[config.mk]
export PLATFORM = sky130hd
export DESIGN_NAME = tlpt_front
export DESIGN_NICKNAME = d
export VERILOG_FILES = /design/src/rtl/tlpt_pkg.sv /design/src/rtl/tlpt_front.sv
export SDC_FILE = /design/constraint.sdc
export NUM_CORES = 1
export LEC_CHECK = 0
export BUFFER_PORTS_ARGS = -buffer_cell sky130_fd_sc_hd__buf_2
export CORE_MARGIN = 5
export CORE_UTILIZATION = 55
export DETAILED_ROUTE_END_ITERATION = 6
export PLACE_DENSITY = 0.84
export SLEW_MARGIN = 20
export SYNTH_ARGS = -nofsm -noshare
export SYNTH_HDL_FRONTEND = slang
export SYNTH_SLANG_ARGS = --single-unit
[constraint.sdc]
create_clock -name i_clk -period 6.69 [get_ports i_clk]
set_input_delay 1.338 -clock i_clk [delete_from_list [all_inputs] [get_ports i_clk]]
set_output_delay 1.338 -clock i_clk [all_outputs]
set_load 0.05 [all_outputs]
[src/rtl/tlpt_pkg.sv]
// ----------------------------------------------------------------------------
// tlpt_pkg: shared types and constants of the two-level page table engine
// Item layouts, field slicing, operation and status codes, store geometry.
// ----------------------------------------------------------------------------
package tlpt_pkg;

    localparam int DIR_ENTRIES       = 1024;
    localparam int ENTRIES_PER_TABLE = 1024;
    localparam int TABLE_SLOTS       = 8;

    localparam int IDX_W     = 10;
    localparam int OFS_W     = 12;
    localparam int FRAME_W   = 20;
    localparam int FLAG_W    = 12;
    localparam int DIR_SHIFT = 22;
    localparam int TBL_SHIFT = 12;

    localparam int SLOT_W    = (TABLE_SLOTS > 1) ? $clog2(TABLE_SLOTS) : 1;
    localparam int NF_W      = $clog2(TABLE_SLOTS + 1);
    localparam int TBL_AW    = SLOT_W + IDX_W;
    localparam int TBL_DEPTH = TABLE_SLOTS * ENTRIES_PER_TABLE;

    localparam int Q_DEPTH = 2;
    localparam int Q_PW    = $clog2(Q_DEPTH);
    localparam int Q_LW    = $clog2(Q_DEPTH + 1);

    localparam int FL_PRESENT = 0;
    localparam int FL_USER    = 2;

    localparam logic [1:0] OP_XLATE = 2'd0;
    localparam logic [1:0] OP_MAP   = 2'd1;
    localparam logic [1:0] OP_UNMAP = 2'd2;
    localparam logic [1:0] OP_NOP   = 2'd3;

    localparam logic [1:0] ST_OK         = 2'd0;
    localparam logic [1:0] ST_NOT_MAPPED = 2'd1;
    localparam logic [1:0] ST_NO_SLOT    = 2'd2;

    typedef struct packed {
        logic [1:0]  operation;
        logic [31:0] virt_addr;
        logic [31:0] map_addr;
        logic [11:0] page_flags;
    } t_req;

    typedef struct packed {
        logic [31:0] phys_out;
        logic [1:0]  status;
    } t_rsp;

    typedef struct packed {
        logic [1:0]         op;
        logic [IDX_W-1:0]   didx;
        logic [IDX_W-1:0]   tidx;
        logic [OFS_W-1:0]   offset;
        logic [FRAME_W-1:0] frame;
        logic [FLAG_W-1:0]  flags;
    } t_cmd;

    typedef struct packed {
        logic              present;
        logic              writable;
        logic              user;
        logic [SLOT_W-1:0] slot;
    } t_dir;

endpackage

[src/rtl/tlpt_front.sv]
// ----------------------------------------------------------------------------
// tlpt_front: request intake
// Splits each request into walk fields and holds it in a two-entry queue.
// ----------------------------------------------------------------------------
module tlpt_front import tlpt_pkg::*; (
    input  logic i_clk,
    input  logic i_rst_n,
    input  logic i_push,
    output logic o_full,
    input  t_req i_req,
    output logic o_valid,
    input  logic i_pop,
    output t_cmd o_cmd
);

    t_cmd            r_q [Q_DEPTH];
    logic [Q_PW-1:0] r_wp;
    logic [Q_PW-1:0] r_rp;
    logic [Q_LW-1:0] r_cnt;
    t_cmd            w_cmd;
    logic            w_wr;
    logic            w_rd;

    always_comb begin
        w_cmd.op     = i_req.operation;
        w_cmd.didx   = i_req.virt_addr[DIR_SHIFT +: IDX_W];
        w_cmd.tidx   = i_req.virt_addr[TBL_SHIFT +: IDX_W];
        w_cmd.offset = i_req.virt_addr[OFS_W-1:0];
        w_cmd.frame  = i_req.map_addr[TBL_SHIFT +: FRAME_W];
        w_cmd.flags  = i_req.page_flags;
    end

    assign o_full  = (r_cnt == Q_LW'(Q_DEPTH));
    assign o_valid = (r_cnt != '0);
    assign o_cmd   = r_q[r_rp];
    assign w_wr    = i_push && !o_full;
    assign w_rd    = i_pop && o_valid;

    always_ff @(posedge i_clk) begin
        if (w_wr) begin
            r_q[r_wp] <= w_cmd;
        end
    end

    always_ff @(posedge i_clk) begin
        if (!i_rst_n) begin
            r_wp  <= '0;
            r_rp  <= '0;
            r_cnt <= '0;
        end else begin
            if (w_wr) begin
                r_wp <= r_wp + 1'b1;
            end
            if (w_rd) begin
                r_rp <= r_rp + 1'b1;
            end
            if (w_wr && !w_rd) begin
                r_cnt <= r_cnt + 1'b1;
            end else if (w_rd && !w_wr) begin
                r_cnt <= r_cnt - 1'b1;
            end
        end
    end

endmodule

==> results.sh <==
export IMPL_num_vias=2581
export IMPL_startpoint_type="register"
export IMPL_synth_cell_type_count=24
export IMPL_grt_pass1_vias=2803
export IMPL_worstPathMaxFanout=47
export IMPL_p_per_area_mw_per_mm2=462
export IMPL_skew_ns=0.00915
export IMPL_clock_sinks=137
export IMPL_syn_inst=230
export IMPL_ff_latch_area_mm2=0.00407
export IMPL_synth_top_area_frac=0.792
export IMPL_cts_tree="yes"
export IMPL_nets=465
export IMPL_antennaDiodeCount=0
export IMPL_min_period_over_period=0.557
export IMPL_syn_area_mm2=0.00501
export IMPL_ys_seq_area_frac=0.812
export IMPL_pwr_share_seq=0.382
export IMPL_start_util=0.568
export IMPL_status="complete, no violations"
export IMPL_htree_levels=4
export IMPL_place_hpwl_um=5780
export IMPL_fin_crit_ns=3.73
export IMPL_critical_path_class="reg -> out"
export IMPL_sw_frac_of_total=0.369
export IMPL_arrival_ns=2.39
export IMPL_multiInputGateArea_um2=880
export IMPL_hold_depth=2
export IMPL_grt_overflow_total=0
export IMPL_ff2ff_path_depth=4
export IMPL_grtUsageTotal=0.167
export IMPL_gp_congestion=0.683
export IMPL_irDropWorstVdd_mv=0.270
export IMPL_maxSlewHeadroom=0.357
export IMPL_drc=0
export IMPL_post_cts_setup_buffers=0
export IMPL_synth_common_cells="132 x edfxtp_1, 40 x mux2_1, 26 x mux2_2"
export IMPL_pwr_share_comb=0.322
export IMPL_fillers=568
export IMPL_area_growth_pct=27.1
export IMPL_hold_path_class="reg -> reg"
export IMPL_pin_count=150
export IMPL_fmaxAchievable_mhz=268
export IMPL_pre_cts_slack_ns=3.29
export IMPL_grt_pass1_wl_um=14000
export IMPL_critPathRequiredTime_ns=5.35
export IMPL_cts_resized_gates=0
export IMPL_die_w_um=105
export IMPL_synth_area_top_cells="edfxtp_1 79%, mux2_1 9.0%, mux2_2 5.8%"
export IMPL_die_height_um=105
export IMPL_final_util=0.722
export IMPL_async_flop_share=0
export IMPL_clk_path_buf_depth=2
export IMPL_finalWirelength_um=8710
export IMPL_yosysTopAreaCell="edfxtp_1"
export IMPL_cp_end_kind="primary output"
export IMPL_p_int_w=0.00186
export IMPL_clk_latency_ns=0.51
export IMPL_ys_seq_elements=137
export IMPL_setup_tns_ns=0
export IMPL_ant_nets=0
export IMPL_crit_path_end="o_cmd[65]"
export IMPL_syn_num_nets=313
export IMPL_rsz0062_at_grt="false"
export IMPL_cts_clk_slew_worst_paths_ns=0.05
export IMPL_die_area_mm2=0.0111
export IMPL_cts_buffers=17
export IMPL_clockRootBuffer="clkbuf_8"
export IMPL_first_iter_violations=165
export IMPL_rr_startpoint="r_cnt[0]"
export IMPL_drv_cap=0
export IMPL_grt_max_degree=48
export IMPL_core_area_mm2=0.00881
export IMPL_worstMarginPinSlew_ns=0.961
export IMPL_ff2ff_setup_slack_ns=4.21
export IMPL_row_count=34
export IMPL_reg2reg_to="r_q[0][50]"
export IMPL_wl_per_cell_um=17.3
export IMPL_yosysMostFrequentCell="edfxtp_1"
export IMPL_drt_pre_antenna_iters=4
export IMPL_power_w=0.00294
export IMPL_net_switching_power_w=0.00108
export IMPL_via_per_inst=5.13
export IMPL_cts_hold_buffers_added=0
export IMPL_io_buffers=137
export IMPL_fin_ws_ns=2.96
export IMPL_antenna_found_initial=0
export IMPL_setup_viol=0
export IMPL_synth_edff_count=132
export IMPL_synth_main_ff_cell="edfxtp_1"
export IMPL_slew_viol_final=0
export IMPL_hold_viol=0
export IMPL_drive_above_1_share=0.506
export IMPL_syn_mean_instance_area_um2=21.8
export IMPL_p_leak_nw=2.41
export IMPL_yosysWarnings=0
export IMPL_clkPwrFrac=0.295
-- how the worst min path moves through the flow --
| stage | from | slack, ns | to |
|---|---|---|---|
| after floorplan | r_cnt[1] | 0.48 | r_cnt[1] |
| after global placement | r_cnt[1] | 0.49 | r_cnt[1] |
| after detailed placement | r_cnt[1] | 0.53 | r_cnt[1] |
| after CTS | r_cnt[1] | 0.54 | r_cnt[1] |
| after global routing | r_cnt[1] | 0.62 | r_cnt[1] |
| final | r_cnt[1] | 0.54 | r_cnt[1] |
-- flip-flops by register name, summed over array words and instances, names as in the netlist, named ones only --
register and count:
r_q 132, r_cnt 2, r_rp 1, r_wp 1
-- layout make-up --
type / instances / area share
Clock buffer: 19 / 0.0663
Clock inverter: 13 / 0.0226
Inverter: 2 / 0.00118
Multi-Input combinational cell: 84 / 0.138
Sequential cell: 137 / 0.639
Tap cell: 108 / 0.0212
Timing Repair Buffer: 140 / 0.111
-- per-stage QoR --
stage	hold slack, ns	cells	cell area (um2)
CTS	0.541	503	6360
detailed placement	0.525	471	5800
global placement	0.494	471	5800
floorplan	0.479	230	5010
global route	0.618	503	6360
finish	0.538	503	6360
-- layout by cell type (no fill, tap or decap), types with 2 or more instances in the layout --
cell type,n
buf_2,137
edfxtp_1,132
mux2_1,40
mux2_2,26
clkbuf_16,16
dfxtp_1,4
and2_1,3
clkinv_4,3
clkinvlp_4,3
inv_6,3
buf_4,3
xnor2_1,2
clkbuf_1,2
bufinv_16,2
-- routing by layer --
| layer | global-route usage | up-vias | wire length (um) |
|---|---|---|---|
| met5 | 0 | - | 0 |
| met1 | 0.198 | 1239 | 3400 |
| met3 | 0.0721 | 13 | 802 |
| met4 | 0.0562 | 0 | 120 |
| li1 | - | 1218 | - |
| met2 | 0.274 | 111 | 4390 |
-- power groups by stage --
stage	Clock, W	Sequential (W)	Combinational (W)
6_report	0.000868	0.00112	0.000949
5_1_grt	0.000935	0.00114	0.000999
4_1_cts	0.000886	0.00113	0.000962
3_5_place_dp	0	0.00114	0.000957
3_3_place_gp	0	0.00114	0.000946
2_1_floorplan	0	0.00112	0.000780
-- critical path, stage by stage (launching register included) --
cell	delay (ns)
dfxtp_2	0.62
buf_4	0.59
mux2_2	0.42
buf_2	0.21
-- kinds of logic after synthesis --
kind of cell	share of synthesized area
flops	0.812
mux	0.148
buf+inv	0.0140
simple gates	0.0115
compound gates	0.00650
xor+xnor	0.00525
fa+ha+maj	0.00250
Power figures use the tool's default switching activity.
