$ cat config.mk
export PLATFORM = sky130hd
export DESIGN_NAME = tlpt_rq
export DESIGN_NICKNAME = d
export VERILOG_FILES = /design/src/rtl/tlpt_pkg.sv /design/src/rtl/tlpt_rq.sv
export SDC_FILE = /design/constraint.sdc
export NUM_CORES = 1
export LEC_CHECK = 0
export BUFFER_PORTS_ARGS = -buffer_cell sky130_fd_sc_hd__buf_2
export CELL_PAD_IN_SITES_DETAIL_PLACEMENT = 0
export CELL_PAD_IN_SITES_GLOBAL_PLACEMENT = 1
export CORE_UTILIZATION = 45
export CTS_BUF_LIST = sky130_fd_sc_hd__clkbuf_8
export CTS_CLUSTER_DIAMETER = 150
export DETAILED_ROUTE_END_ITERATION = 10
export PLACE_DENSITY_LB_ADDON = 0.2
export SYNTH_ARGS = -nofsm -noshare
export SYNTH_HDL_FRONTEND = slang
export SYNTH_SLANG_ARGS = --single-unit
$ cat constraint.sdc
create_clock -name i_clk -period 2.8 [get_ports i_clk]
set_input_delay 0.42 -clock i_clk [delete_from_list [all_inputs] [get_ports i_clk]]
set_output_delay 0.42 -clock i_clk [all_outputs]
set_load 0.02 [all_outputs]
$ cat src/rtl/tlpt_pkg.sv
// ----------------------------------------------------------------------------
// tlpt_pkg: shared types and constants of the two-level page table engine
// Item layouts, field slicing, operation and status codes, store geometry.
// ----------------------------------------------------------------------------
package tlpt_pkg;

    localparam int DIR_ENTRIES       = 1024;
    localparam int ENTRIES_PER_TABLE = 1024;
    localparam int TABLE_SLOTS       = 8;

    localparam int IDX_W     = 10;
    localparam int OFS_W     = 12;
    localparam int FRAME_W   = 20;
    localparam int FLAG_W    = 12;
    localparam int DIR_SHIFT = 22;
    localparam int TBL_SHIFT = 12;

    localparam int SLOT_W    = (TABLE_SLOTS > 1) ? $clog2(TABLE_SLOTS) : 1;
    localparam int NF_W      = $clog2(TABLE_SLOTS + 1);
    localparam int TBL_AW    = SLOT_W + IDX_W;
    localparam int TBL_DEPTH = TABLE_SLOTS * ENTRIES_PER_TABLE;

    localparam int Q_DEPTH = 2;
    localparam int Q_PW    = $clog2(Q_DEPTH);
    localparam int Q_LW    = $clog2(Q_DEPTH + 1);

    localparam int FL_PRESENT = 0;
    localparam int FL_USER    = 2;

    localparam logic [1:0] OP_XLATE = 2'd0;
    localparam logic [1:0] OP_MAP   = 2'd1;
    localparam logic [1:0] OP_UNMAP = 2'd2;
    localparam logic [1:0] OP_NOP   = 2'd3;

    localparam logic [1:0] ST_OK         = 2'd0;
    localparam logic [1:0] ST_NOT_MAPPED = 2'd1;
    localparam logic [1:0] ST_NO_SLOT    = 2'd2;

    typedef struct packed {
        logic [1:0]  operation;
        logic [31:0] virt_addr;
        logic [31:0] map_addr;
        logic [11:0] page_flags;
    } t_req;

    typedef struct packed {
        logic [31:0] phys_out;
        logic [1:0]  status;
    } t_rsp;

    typedef struct packed {
        logic [1:0]         op;
        logic [IDX_W-1:0]   didx;
        logic [IDX_W-1:0]   tidx;
        logic [OFS_W-1:0]   offset;
        logic [FRAME_W-1:0] frame;
        logic [FLAG_W-1:0]  flags;
    } t_cmd;

    typedef struct packed {
        logic              present;
        logic              writable;
        logic              user;
        logic [SLOT_W-1:0] slot;
    } t_dir;

endpackage

$ cat src/rtl/tlpt_rq.sv
// ----------------------------------------------------------------------------
// tlpt_rq: result queue
// Two-entry queue that parts the walk sequencer from the result consumer.
// ----------------------------------------------------------------------------
module tlpt_rq import tlpt_pkg::*; (
    input  logic            i_clk,
    input  logic            i_rst_n,
    input  logic            i_push,
    input  t_rsp            i_rsp,
    output logic [Q_LW-1:0] o_level,
    output logic            o_empty,
    input  logic            i_pop,
    output t_rsp            o_rsp
);

    t_rsp            r_q [Q_DEPTH];
    logic [Q_PW-1:0] r_wp;
    logic [Q_PW-1:0] r_rp;
    logic [Q_LW-1:0] r_cnt;
    logic            w_wr;
    logic            w_rd;

    assign o_level = r_cnt;
    assign o_empty = (r_cnt == '0);
    assign o_rsp   = r_q[r_rp];
    assign w_wr    = i_push && (r_cnt != Q_LW'(Q_DEPTH));
    assign w_rd    = i_pop && !o_empty;

    always_ff @(posedge i_clk) begin
        if (w_wr) begin
            r_q[r_wp] <= i_rsp;
        end
    end

    always_ff @(posedge i_clk) begin
        if (!i_rst_n) begin
            r_wp  <= '0;
            r_rp  <= '0;
            r_cnt <= '0;
        end else begin
            if (w_wr) begin
                r_wp <= r_wp + 1'b1;
            end
            if (w_rd) begin
                r_rp <= r_rp + 1'b1;
            end
            if (w_wr && !w_rd) begin
                r_cnt <= r_cnt + 1'b1;
            end else if (w_rd && !w_wr) begin
                r_cnt <= r_cnt - 1'b1;
            end
        end
    end

endmodule

==> results of run 1 <==
-- kinds of logic after synthesis --
| family | Yosys count |
|---|---|
| buffers and inverters | 7 |
| adder cells (fa/ha/maj) | 1 |
| flip-flops | 73 |
| XOR/XNOR | 3 |
| multiplexers | 34 |
| AND/OR/NAND/NOR | 9 |
| AO/OA/AOI/OAI | 5 |
-- cell type report --
class / count / area [um2] / area share
timing repair buffer: 77 / 405.4 / 0.1217
inverter: 3 / 11.26 / 0.003380
clock buffer: 9 / 123.9 / 0.03718
sequential: 73 / 2142 / 0.6429
multi-input combinational: 52 / 509.2 / 0.1528
tap: 72 / 90.09 / 0.02704
clock inverter: 6 / 50.05 / 0.01502
-- metal layers --
layer / up-vias / global-route usage
li1: 671 / -
met1: 676 / 0.1633
met2: 46 / 0.2672
met3: 4 / 0.04368
met4: 0 / 0.08182
met5: - / 0
-- report_power, final --
part / leakage, nW / internal (mW) / switching (mW)
clock network: 0.0890 / 0.393 / 0.333
logic: 0.499 / 0.372 / 0.507
registers: 0.676 / 1.37 / 0.0667
total: 1.26 / 2.13 / 0.907
-- metrics by stage --
stage,utilization,setup WS (ps),power (mW)
2_1_floorplan,-,162.2,2.053
3_3_place_gp,0.5631,940.1,2.324
3_5_place_dp,0.5631,888.0,2.350
4_1_cts,0.5942,633.6,3.079
5_1_grt,0.5942,581.7,3.177
6_report,0.5942,673.0,3.038
-- placed cells by master (no fill, tap or decap), types with 2 or more instances in the layout --
cell	n
dfxtp_1	5
buf_4	2
mux2_2	34
clkinv_1	4
edfxtp_1	68
xnor2_1	2
buf_2	74
and2_1	3
inv_1	3
clkbuf_8	9
-- registers in the layout, summed over array words and instances (netlist names), named ones only --
| name | count |
|---|---|
| r_rp | 1 |
| r_wp | 1 |
| o_level | 2 |
| r_q | 68 |
-- worst register-to-register path, stage by stage, from the launching register on --
cell	delay, ps
dfxtp_1	430
nand2b_1	170
nand3_1	110
inv_1	460
buf_4	390
-- final timing paths --
path	end	start	slack, ps	cells after the start
max reg2reg	r_q[0][8]	o_level[0]	920	4
max	o_rsp[32]	flop	670	3
min	r_q[1][26]	i_rsp[26]	280	1
min reg2reg	o_level[1]	o_level[1]	580	2
-- Yosys cell counts --
master     n
a21boi_1   1
xor2_1     1
or3_1      1
mux2_2    34
edfxtp_1  68
nand3_1    1
a21boi_0   1
buf_2      4
nor2_1     2
xnor2_1    2
inv_1      3
nand2_1    1
o21ai_1    1
o21ai_0    1
a21o_1     1
nand2b_1   1
dfxtp_1    5
ha_1       1
and2_1     3
==> run summary, run 1 <==
status: completed
post-placement cell count: 277
max layer used: met4
delay-heaviest family, CP: flip-flops
CP arrival: 1710 ps
Max Cap Viol: 0
CP max stage delay: 610 ps
post-CTS sizing: 0
Synth Area in XOR/XNOR: 0.009822
starting DRC count in detailed routing: 81
DR WL/cell: 15.30 um
Slew headroom: 0.6078
CTS root buffer: clkbuf_8
pin count of the biggest net entering global routing: 35
Cell variety after synth: 19
hold buffer count at cts: 0
DR vias: 1397
Sink Count: 73
fillers: 465
Avg Inst Size Synth: 20.27 um2
share of the synthesized area in the top cell type: 0.7633
row count: 27
Startpoint Class: flop
hold slack: 281.4 ps
M1 WL: 1.740 mm
clk_skew: 3.253 ps
clk buf depth: 2
crit-path cells: buf_12 -> mux2_2 -> buf_2
first-pass GRT wire length: 6.789 mm
mux share of post-synthesis cell area: 0.1431
CTS tree: yes
Pins Over Slew Limit: 0
final setup fails: 0
Antenna Nets Post-Route: 0
post-route design area: 0.003332 mm2
Finished Layout Cells: 292
leakage power: 1.264 nW
TritonRoute pass-1 iters: 4
setup TNS: 0 ps
transition time at the pin with the least slew margin: 587.6 ps
met2 routed WL: 2.429 mm
Peak VDD IR: 0.0005179 V
final-stage net count: 255
cell taking the most area after synthesis: edfxtp_1
vias in the first global route: 1449
clock latency on the worst-skew pair: 320 ps
area of the mapped netlist: 0.002675 mm2
WL met3: 249 um
WP data required: 2380 ps
DRC Markers: 0
fin crit period: 2127 ps
antenna violations before repair: 0
gpl congestion: 0.7388
period utilization: 0.7597
Buffers on Ports: 74
Seq/Total Area, Yosys: 0.8007
Synth Area in Simple Gates: 0.01777
synth top area cells: edfxtp_1, mux2_2, dfxtp_1
GRT Resource Usage Total: 0.1516
initial core utilization: 0.4770
Synth Area in Adders: 0.004677
YS warnings: 0
Worst-path clk slew: 70 ps
RSZ-0062 raised after global routing: no
Worst Setup End Kind: output pin
Die Ht: 79.10 um
GRT Residual Overflow: 0
Hold Violations, Final: 0
CP max FO: 25
die width: 79.10 um
WS Path Type: flop to output pin
area grow syn2layout: 24.56%
CP max-delay cell: dfxtp_1
synthesized instance count: 132
Hold WC Path Type: primary input to flop
Max Freq: 470.1 MHz
full die area: 0.006257 mm2
Yosys reg bits: 73
Core ar.: 0.005608 mm2
Syn Nets: 171
WP buf/inv: 2
largest family of logic cells by synthesized area: multiplexers
Cell Pwr Density: 911.8 mW/mm2
Setup Fix Bufs, Post-CTS: 0
complex-gate fraction of the synthesized area: 0.01216
H-tree lvl count: 3
placed inst area: 0.003158 mm2
total routed wirelength: 4.467 mm
layout cell share with drive strength beyond 1: 0.5591
num ports: 75
DR vias/cell: 4.784
clock buffer count from CTS: 9
number of diodes: 0
DP Wirelength: 3.029 mm
Note: power is estimated with default switching activity, not from simulation.
==> run 2, diff against run 1 <==
--- a/config.mk
+++ b/config.mk
@@ -5,10 +5,11 @@
 export SDC_FILE = /design/constraint.sdc
 export NUM_CORES = 1
 export LEC_CHECK = 0
+export ABC_AREA = 1
 export BUFFER_PORTS_ARGS = -buffer_cell sky130_fd_sc_hd__buf_2
 export CELL_PAD_IN_SITES_DETAIL_PLACEMENT = 0
 export CELL_PAD_IN_SITES_GLOBAL_PLACEMENT = 1
-export CORE_UTILIZATION = 45
+export CORE_UTILIZATION = 41
 export CTS_BUF_LIST = sky130_fd_sc_hd__clkbuf_8
 export CTS_CLUSTER_DIAMETER = 150
 export DETAILED_ROUTE_END_ITERATION = 10
==> constraint.sdc (replaced) <==
create_clock -name i_clk -period 1.75 [get_ports i_clk]
set_input_delay 0.2625 -clock i_clk [delete_from_list [all_inputs] [get_ports i_clk]]
set_output_delay 0.2625 -clock i_clk [all_outputs]
set_load 0.02 [all_outputs]
==> run summary, run 2 <==
status: completed
vias in the first global route: 1469
Sink Count: 73
post-route design area: 0.003485 mm2
starting DRC count in detailed routing: 68
Slew headroom: 0.8298
transition time at the pin with the least slew margin: 255.4 ps
Antenna Nets Post-Route: 0
DR vias/cell: 4.586
WP data required: 1490 ps
multi-input logic area: 618.1 um2
Hold Violations, Final: 0
number of diodes: 0
post-CTS sizing: 1
clock buffer count from CTS: 9
synth top area cells: edfxtp_1, mux2_4, dfxtp_1
Gate power share: 0.315
Cell Pwr Density: 1391 mW/mm2
hold buffer count at cts: 0
Max Freq: 599.6 MHz
FF/Latch Area: 0.002143 mm2
Reg with most FFs: r_q
Pint: 3.368 mW
initial core utilization: 0.4219
RSZ-0062 raised after global routing: no
Sw Ratio: 0.3050
CP max FO: 14
clock share of power: 0.212
DP Wirelength: 2.852 mm
placed inst area: 0.003331 mm2
area of the mapped netlist: 0.002850 mm2
ys flop type: edfxtp_1
Startpoint Class: flop
TritonRoute pass-1 iters: 4
CTS tree: yes
CP arrival: 1410 ps
Seq/Total Area, Yosys: 0.7515
total routed wirelength: 4.256 mm
die width: 85.38 um
fraction of registers with async set/reset: 0
GRT Residual Overflow: 0
synthesized instance count: 143
DR vias: 1440
Peak VDD IR: 0.0009238 V
Die Ht: 85.38 um
Hold WC Path Type: primary input to flop
num ports: 75
hold wc startpoint: i_rsp[7]
Core ar.: 0.006756 mm2
Syn Nets: 182
final setup fails: 0
area grow syn2layout: 22.26%
Max Cap Viol: 0
final-stage net count: 270
Worst-path clk slew: 70 ps
leakage power: 1.410 nW
most frequent cells in the layout: buf_2, edfxtp_1, mux2_4, inv_1, clkbuf_8
gpl congestion: 0.6540
pin count of the biggest net entering global routing: 21
row count: 30
period utilization: 0.9531
commonest non-fill, non-tap cell in the layout: buf_2
CTS root buffer: clkbuf_8
clk buf depth: 2
Pins Over Slew Limit: 0
fin crit period: 1668 ps
Cell variety after synth: 15
YS warnings: 0
GRT Resource Usage Total: 0.1280
net switching power: 1.478 mW
first-pass GRT wire length: 6.831 mm
Buffers on Ports: 74
Largest register FFs: 68
Setup Fix Bufs, Post-CTS: 0
antenna violations before repair: 0
total power: 4.846 mW
R2R Path Start: o_level[0]
clock latency on the worst-skew pair: 320 ps
count leader, synth: edfxtp_1
Yosys reg bits: 73
sequential power share: 0.473
full die area: 0.007289 mm2
share of the synthesized area in the top cell type: 0.7164
cell taking the most area after synthesis: edfxtp_1
most instantiated cells after synthesis: edfxtp_1, mux2_4, nor2_1
layout cell share with drive strength beyond 1: 0.5641
DR WL/cell: 13.55 um
WS Path Type: flop to output pin
fillers: 602
EDFF count, synth: 68
H-tree lvl count: 3
Avg Inst Size Synth: 19.93 um2
clk_skew: 5.702 ps
DRC Markers: 0
Worst Setup End Kind: output pin
-- run 2: changes by cell type after synthesis, moves of 2 or more --
cell / change
mux2_2: -30
inv_1: +6
nor2_1: +8
buf_2: -4
nand2_1: +5
buf_12: +3
mux2_4: +30
xnor2_1: -2
and2_1: -3
-- run 2: path summary, 6_finish.rpt --
kind	cells past startpoint	end	slack (ps)
worst max-delay path	3	o_rsp[18]	80
worst min-delay path	1	r_q[0][7]	120
worst max register to register	9	o_level[1]	360
worst min register to register	2	r_rp	510
-- run 2: final cells by class --
class / count / area share
Clock buffer: 9 / 0.03555
Sequential cell: 73 / 0.6151
Tap cell: 80 / 0.02873
Timing Repair Buffer: 81 / 0.1260
Clock inverter: 5 / 0.007540
Multi-Input combinational cell: 57 / 0.1774
Inverter: 9 / 0.009695
-- run 2: kinds of logic (layout without fill, tap and decap cells) --
group / Yosys count / count (layout) / share of synthesized area
AND/OR/NAND/NOR: 18 / 18 / 0.02502
AO/OA/AOI/OAI: 4 / 4 / 0.008340
buffers and inverters: 13 / 104 / 0.03687
adder cells (fa/ha/maj): 1 / 1 / 0.004389
multiplexers: 34 / 34 / 0.1738
flip-flops: 73 / 73 / 0.7515
-- run 2: worst max-delay path, cell delays in order (launching register included) --
cell,delay (ps)
dfxtp_2,360
buf_6,210
mux2_2,350
buf_2,160
-- run 2: per-stage QoR --
step | hold WS [ps] | utilization | std cells | setup slack (ps) | TNS [ps]
2_1_floorplan | 361.4 | - | 143 | -184.4 | -12540
4_1_cts | 102.2 | 0.5157 | 314 | 50.75 | 0
3_3_place_gp | 450.3 | 0.4930 | 300 | 357.6 | 0
3_5_place_dp | 453.9 | 0.4930 | 300 | 356.8 | 0
6_report | 120.8 | 0.5157 | 314 | 82.16 | 0
5_1_grt | 95.27 | 0.5157 | 314 | 21.96 | 0
-- run 2: power by group through the flow --
stage	combinational [mW]	sequential [mW]	clock (mW)
2_1_floorplan	1.14	2.34	0
3_3_place_gp	1.56	2.32	0
3_5_place_dp	1.55	2.33	0
4_1_cts	1.56	2.29	1.07
5_1_grt	1.65	2.32	1.15
6_report	1.52	2.29	1.03
-- run 2: per-layer routing --
layer	vias up	part of all wire	track usage	routed length, um
met5	-	0	0	0
met4	0	0.016	0.05909	66
met3	6	0.060	0.05058	254
met2	44	0.47	0.2067	1982
met1	682	0.46	0.1513	1952
li1	708	-	-	-
==> run 3, diff against run 2 <==
==> constraint.sdc (replaced) <==
create_clock -name i_clk -period 1.5 [get_ports i_clk]
set_input_delay 0.225 -clock i_clk [delete_from_list [all_inputs] [get_ports i_clk]]
set_output_delay 0.225 -clock i_clk [all_outputs]
set_load 0.02 [all_outputs]
==> run summary, run 3 (synthesis gave the netlist of run 2 again) <==
final setup margin: -130.0 ps
number of diodes: 0
transition time at the pin with the least slew margin: 206.2 ps
CP max FO: 13
status: complete, but fails checks
Buffers on Ports: 74
total routed wirelength: 4.724 mm
full die area: 0.007289 mm2
final-stage net count: 271
DR WL/cell: 14.90 um
Pins Over Slew Limit: 0
setup TNS: -2684 ps
Startpoint Class: flop
starting DRC count in detailed routing: 74
initial core utilization: 0.4219
antenna violations before repair: 0
Worst-path clk slew: 70 ps
violated checks: setup timing
Cell Pwr Density: 1716 mW/mm2
Slew headroom: 0.8625
final setup fails: 34
Die Ht: 85.38 um
Max Cap Viol: 0
clk buf depth: 2
H-tree lvl count: 3
hold buffer count at cts: 0
Place WS: 39.64 ps
pin count of the biggest net entering global routing: 21
Peak VDD IR: 0.001073 V
clock buffer count from CTS: 9
Finished Layout Cells: 317
fin crit period: 1630 ps
CP max stage delay: 410 ps
Sink Count: 73
Worst Setup End Kind: output pin
most frequent cells in the layout: edfxtp_1, buf_2, mux2_4, buf_6, inv_1
DP Wirelength: 3.222 mm
Antenna Nets Post-Route: 0
TritonRoute pass-1 iters: 6
Hold Violations, Final: 0
Hold WC Path Type: primary input to flop
DR vias: 1505
vias in the first global route: 1511
CP max-delay cell: dfxtp_4
post-placement cell count: 299
Reg with most FFs: r_q
DR vias/cell: 4.748
CTS root buffer: clkbuf_8
CP arrival: 1400 ps
layout cell share with drive strength beyond 1: 0.5781
gpl congestion: 0.7005
reg2reg setup slack: 100 ps
WS Path Type: flop to output pin
Core ar.: 0.006756 mm2
period utilization: 1.087
first-pass GRT wire length: 7.210 mm
WP data required: 1270 ps
num ports: 75
clk_skew: 4.231 ps
die width: 85.38 um
CTS tree: yes
Largest register FFs: 68
Max Freq: 613.5 MHz
crit-path cells: buf_12 -> mux2_2 -> buf_2
leakage power: 1.507 nW
area grow syn2layout: 31.52%
clock latency on the worst-skew pair: 320 ps
DRC Markers: 0
row count: 30
fillers: 549
RSZ-0062 raised after global routing: yes
commonest non-fill, non-tap cell in the layout: edfxtp_1
GRT Residual Overflow: 0
GRT Resource Usage Total: 0.1381
run 3: final cells by class:
cell class                 count  area (um2)  share of cell area
sequential                    73        2151              0.5738
multi-input combinational     57       638.1              0.1702
timing repair buffer          82       613.1              0.1636
clock buffer                   9       123.9             0.03304
tap                           80       100.1             0.02670
clock inverter                 7       88.84             0.02370
inverter                       9       33.78            0.009012
run 3: worst max-delay path: cells and delay by family, from the launching register on:
family | cells | cell delay (ps)
flops | 1 | 410
mux | 1 | 340
buf+inv | 2 | 330
run 3: final timing paths:
check,from,endpoint,cells after the start
max,flop,o_rsp[17],3
min,i_rsp[9],r_q[1][9],1
max reg2reg,o_level[1],o_level[1],9
min reg2reg,r_rp,r_rp,2
run 3: stage by stage:
stage                 util  power (mW)  cell area (um2)  hold WS [ps]
floorplan                -       4.093             2875         323.9
global placement    0.4989       4.556             3371         411.8
detailed placement  0.4989       4.627             3371         417.3
CTS                 0.5394       6.339             3645         61.57
global route        0.5548       6.726             3749         58.44
finish              0.5548       6.433             3749         85.10
run 3: what timing repair did:
action | CTS | global route
gates resized for setup | 12 | 28
setup endpoints to repair | 34 | 36
setup buffers | 0 | 1
pin swaps | 0 | 1
gates cloned | 1 | 0
run 3: report_power, final:
part           internal (mW)  switching (mW)  total, mW
Combinational           1.05            1.07       2.13
Clock                  0.924           0.664       1.59
Sequential              2.59           0.129       2.72
Total                   4.57            1.87       6.43
run 3: routing by layer:
metal	routed length, um	track usage	vias to the layer above
met3	221	0.04086	2
met2	2484	0.2309	44
met5	0	0	-
met1	1993	0.1598	745
met4	25	0.07727	0
li1	-	-	714
